[src/hdl/eqc_ram.sv]
// Generic single-write, single-read RAM with registered read data.
`default_nettype none
module eqc_ram #(
   parameter int WIDTH = 32,
   parameter int DEPTH = 16
) (
   input  wire logic                                    clock,
   input  wire logic                                    we,
   input  wire logic [((DEPTH > 1) ? $clog2(DEPTH) : 1)-1:0] waddr,
   input  wire logic [WIDTH-1:0]                        wdata,
   input  wire logic [((DEPTH > 1) ? $clog2(DEPTH) : 1)-1:0] raddr,
   output logic      [WIDTH-1:0]                        rdata
);
   logic [WIDTH-1:0] mem_ff [DEPTH];

   always_ff @(posedge clock) begin
      if (we) begin
         mem_ff[waddr] <= wdata;
      end
      rdata <= mem_ff[raddr];
   end
endmodule
`default_nettype wire

[config.mk]
export PLATFORM = sky130hd
export DESIGN_NAME = eqc_ram
export DESIGN_NICKNAME = d
export VERILOG_FILES = /design/src/hdl/eqc_ram.sv
export SDC_FILE = /design/constraint.sdc
export NUM_CORES = 1
export LEC_CHECK = 0
export ABC_AREA = 1
export ABC_CLOCK_PERIOD_IN_PS = 2600
export BUFFER_PORTS_ARGS = -buffer_cell sky130_fd_sc_hd__buf_2
export CORE_AREA = 2 2 205 207
export DETAILED_ROUTE_END_ITERATION = 8
export DIE_AREA = 0 0 207 209
export GPL_TIMING_DRIVEN = 0
export PLACE_DENSITY_LB_ADDON = 0.05
export REMOVE_ABC_BUFFERS = 1
export SLEW_MARGIN = 20
export SYNTH_ARGS = -nofsm -noshare
export SYNTH_HDL_FRONTEND = slang
export SYNTH_SLANG_ARGS = --single-unit
export TNS_END_PERCENT = 100
[constraint.sdc]
create_clock -name clock -period 2.6 [get_ports clock]
set_input_delay 0.52 -clock clock [delete_from_list [all_inputs] [get_ports clock]]
set_output_delay 0.52 -clock clock [all_outputs]
set_load 0.01 [all_outputs]
==> flow_metrics.py <==
metrics = {
    "run_status": {
        "status": "completed",
    },
    "power": {
        "p_sw_w": 0.00405,
        "intPower_w": 0.0147,
        "p_clk_frac": 0.413,
        "p_comb_frac": 0.062,
        "peakVddDrop_mv": 0.553,
        "power_per_cell_area_nw_per_um2": 721,
        "p_seq_frac": 0.526,
        "p_leak_nw": 11.1,
        "switching_share": 0.216,
    },
    "worst_setup_path": {
        "crit_chain": "buf_12 -> buf_16 -> buf_16 -> inv_16 -> buf_16 -> nand2_1 -> nand3_1 -> nand3_1 -> nand3_1 -> nand2_1",
        "worstSetupStartpointType": "input pin",
        "path_max_fanout": 144,
        "worstSetupPathDepth": 10,
        "r2r-start": "mem_ff[0][27]",
        "cp.required_ns": 3.07,
        "cp_slowest_cell": "buf_16",
        "cp-end-kind": "flip-flop",
        "ff2ff_path_depth": 6,
        "cp.arrival_ns": 2.83,
        "critPathCapture": "rdata[27]",
        "worst_path_largest_cell_delay_ns": 0.50,
        "r2r-end": "rdata[27]",
        "cp_num_buf_inv": 5,
        "crit_family": "buffers and inverters",
        "worstSetupPathType": "input pin to flip-flop",
        "startpoint": "raddr[0]",
        "rrSetupSlack_ns": 1.54,
    },
    "detailed_routing": {
        "drt-initial-drc-count": 1365,
        "vias_per_cell": 5.20,
        "drc_errors": 0,
        "via_count": 14372,
        "wl_um": 52600,
        "final_antenna_net_count": 0,
        "dr.pass1.iters": 6,
        "wire_per_inst_um": 19.0,
    },
    "clock_tree": {
        "cts_setup_buffers": 0,
        "cts.path.max_buffers": 3,
        "numCtsBuffers": 54,
        "ctsHoldBuffers": 0,
        "tritoncts": "built",
        "clock-root-buffer": "clkbuf_16",
        "path_clk_slew_ns": 0.06,
        "cts.sinks": 544,
        "htreeDepth": 2,
        "cts_resized": 0,
        "insertion_delay_ns": 0.60,
    },
    "synth": {
        "yosysWarnings": 0,
        "synth_seq_cells": 544,
        "postSynthAreaPerCell_sq_um": 10.7,
        "synth.cell_area_sq_um": 22700,
        "yosysSeqAreaShare": 0.705,
        "synthCells": 2120,
        "synthDistinctLibCells": 15,
    },
    "placement": {
        "portBuffers": 73,
        "place_congestion": 0.705,
        "dpl.hpwl_um": 27800,
        "pre_cts_ws_ns": -0.550,
    },
    "die": {
        "io_pins": 74,
        "fp-row-count": 75,
        "die_area_sq_um": 43300,
        "fp.coreArea_sq_um": 41300,
        "die_w_um": 207,
        "fp.dieH_um": 209,
        "initial_utilization": 0.551,
    },
    "timing": {
        "post-route-period-util": 0.908,
        "setup_slack_ns": 0.240,
        "slew_violations": 0,
        "setup_violations": 0,
        "fmaxAchievable_mhz": 424,
        "rsz0062_at_grt": "no",
        "hold_violations": 0,
        "post-route-min-period_ns": 2.36,
        "worst_slew_pin_slew_ns": 1.19,
        "slew_headroom": 0.204,
        "final.setup_skew_ns": 0.0119,
        "whs_ns": 0.295,
    },
    "grt": {
        "grt_pass1_wl_um": 80100,
        "grt_max_degree": 145,
        "overflow": 0,
        "antenna_found_initial": 3,
        "grtUsageTotal": 0.247,
        "first_global_vias": 13754,
    },
    "final_layout": {
        "layout-drive-gt1-share": 0.0952,
        "layout_common_cells": "nand2_1 (677), edfxtp_1 (512), inv_1 (386)",
        "fillCellCount": 3239,
        "areaGrowthSynthToFinish_pct": 14.4,
        "final_common_cell": "nand2_1",
        "nNetsFinal": 2224,
        "insertedDiodeCount": 0,
    },
    "run": {
        "max_cap_viol_count": 0,
    },
    "hold_path": {
        "hp-start": "wdata[6]",
        "hold_class": "input pin to flip-flop",
    },
}
metrics by stage:
| step | power [W] | TNS [ns] | utilization | cells | cell area [sq um] |
|---|---|---|---|---|---|
| 2_1_floorplan | 0.0106 | -8.25 | - | 2015 | 22000 |
| 3_3_place_gp | 0.0112 | -1242.33 | 0.559 | 2627 | 23100 |
| 3_5_place_dp | 0.0112 | -10.40 | 0.586 | 2664 | 24200 |
| 4_1_cts | 0.0189 | 0 | 0.629 | 2764 | 26000 |
| 5_1_grt | 0.0194 | 0 | 0.630 | 2765 | 26000 |
| 6_report | 0.0188 | 0 | 0.630 | 2765 | 26000 |
Yosys cell counts:
master | number | share of area
dfxtp_1 | 32 | 0.028
nor2_1 | 17 | 0.0028
edfxtp_1 | 512 | 0.68
nand2_1 | 677 | 0.11
nand3b_1 | 2 | 0.00066
buf_2 | 41 | 0.0090
buf_1 | 14 | 0.0023
buf_12 | 1 | 0.00088
inv_2 | 1 | 0.00016
buf_4 | 6 | 0.0020
inv_4 | 1 | 0.00028
inv_1 | 388 | 0.064
clkbuf_1 | 14 | 0.0023
nand3_1 | 385 | 0.085
buf_6 | 29 | 0.014
how the worst min path moves through the flow:
stage | end | slack, ns | cells past startpoint
after floorplan | rdata[0] | 0.61 | 6
after global placement | rdata[9] | 0.63 | 6
after detailed placement | rdata[22] | 0.63 | 6
after CTS | mem_ff[15][17] | 0.27 | 1
after global routing | mem_ff[10][23] | 0.29 | 1
final | mem_ff[8][6] | 0.30 | 1
sequential cells by signal, summed over array words and instances (netlist names):
signal	flops
rdata	32
mem_ff	512
cells by family after synthesis:
kind of cell	Yosys count	synth area share
AND/OR/NAND/NOR	1081	0.200
flip-flops	544	0.705
buffers and inverters	495	0.0954
power groups by stage:
| stage | registers [W] | clock network, W | logic, W |
|---|---|---|---|
| 3_3_place_gp | 0.0100 | 0 | 0.00111 |
| 6_report | 0.00986 | 0.00773 | 0.00116 |
| 2_1_floorplan | 0.0101 | 0 | 0.000513 |
| 5_1_grt | 0.00987 | 0.00821 | 0.00130 |
| 4_1_cts | 0.00986 | 0.00787 | 0.00116 |
| 3_5_place_dp | 0.0100 | 0 | 0.00115 |
final cells by class:
class                   count  area [sq um]  area share
flip-flops and latches    544         16000       0.616
multi-input cells        1081          4670       0.180
clock buffers              79          1600      0.0615
inverters                 390          1490      0.0573
repair buffers            111          1370      0.0527
well taps                 539           674      0.0259
clock inverters            21           178     0.00684
metal layers:
metal	wire (um)	vias to the layer above	track usage
met5	22	-	0
met4	1280	4	0.0744
met3	3570	94	0.0422
met2	23800	453	0.386
met1	23900	6848	0.357
li1	-	6973	-
Note: power is estimated with default switching activity, not from simulation.
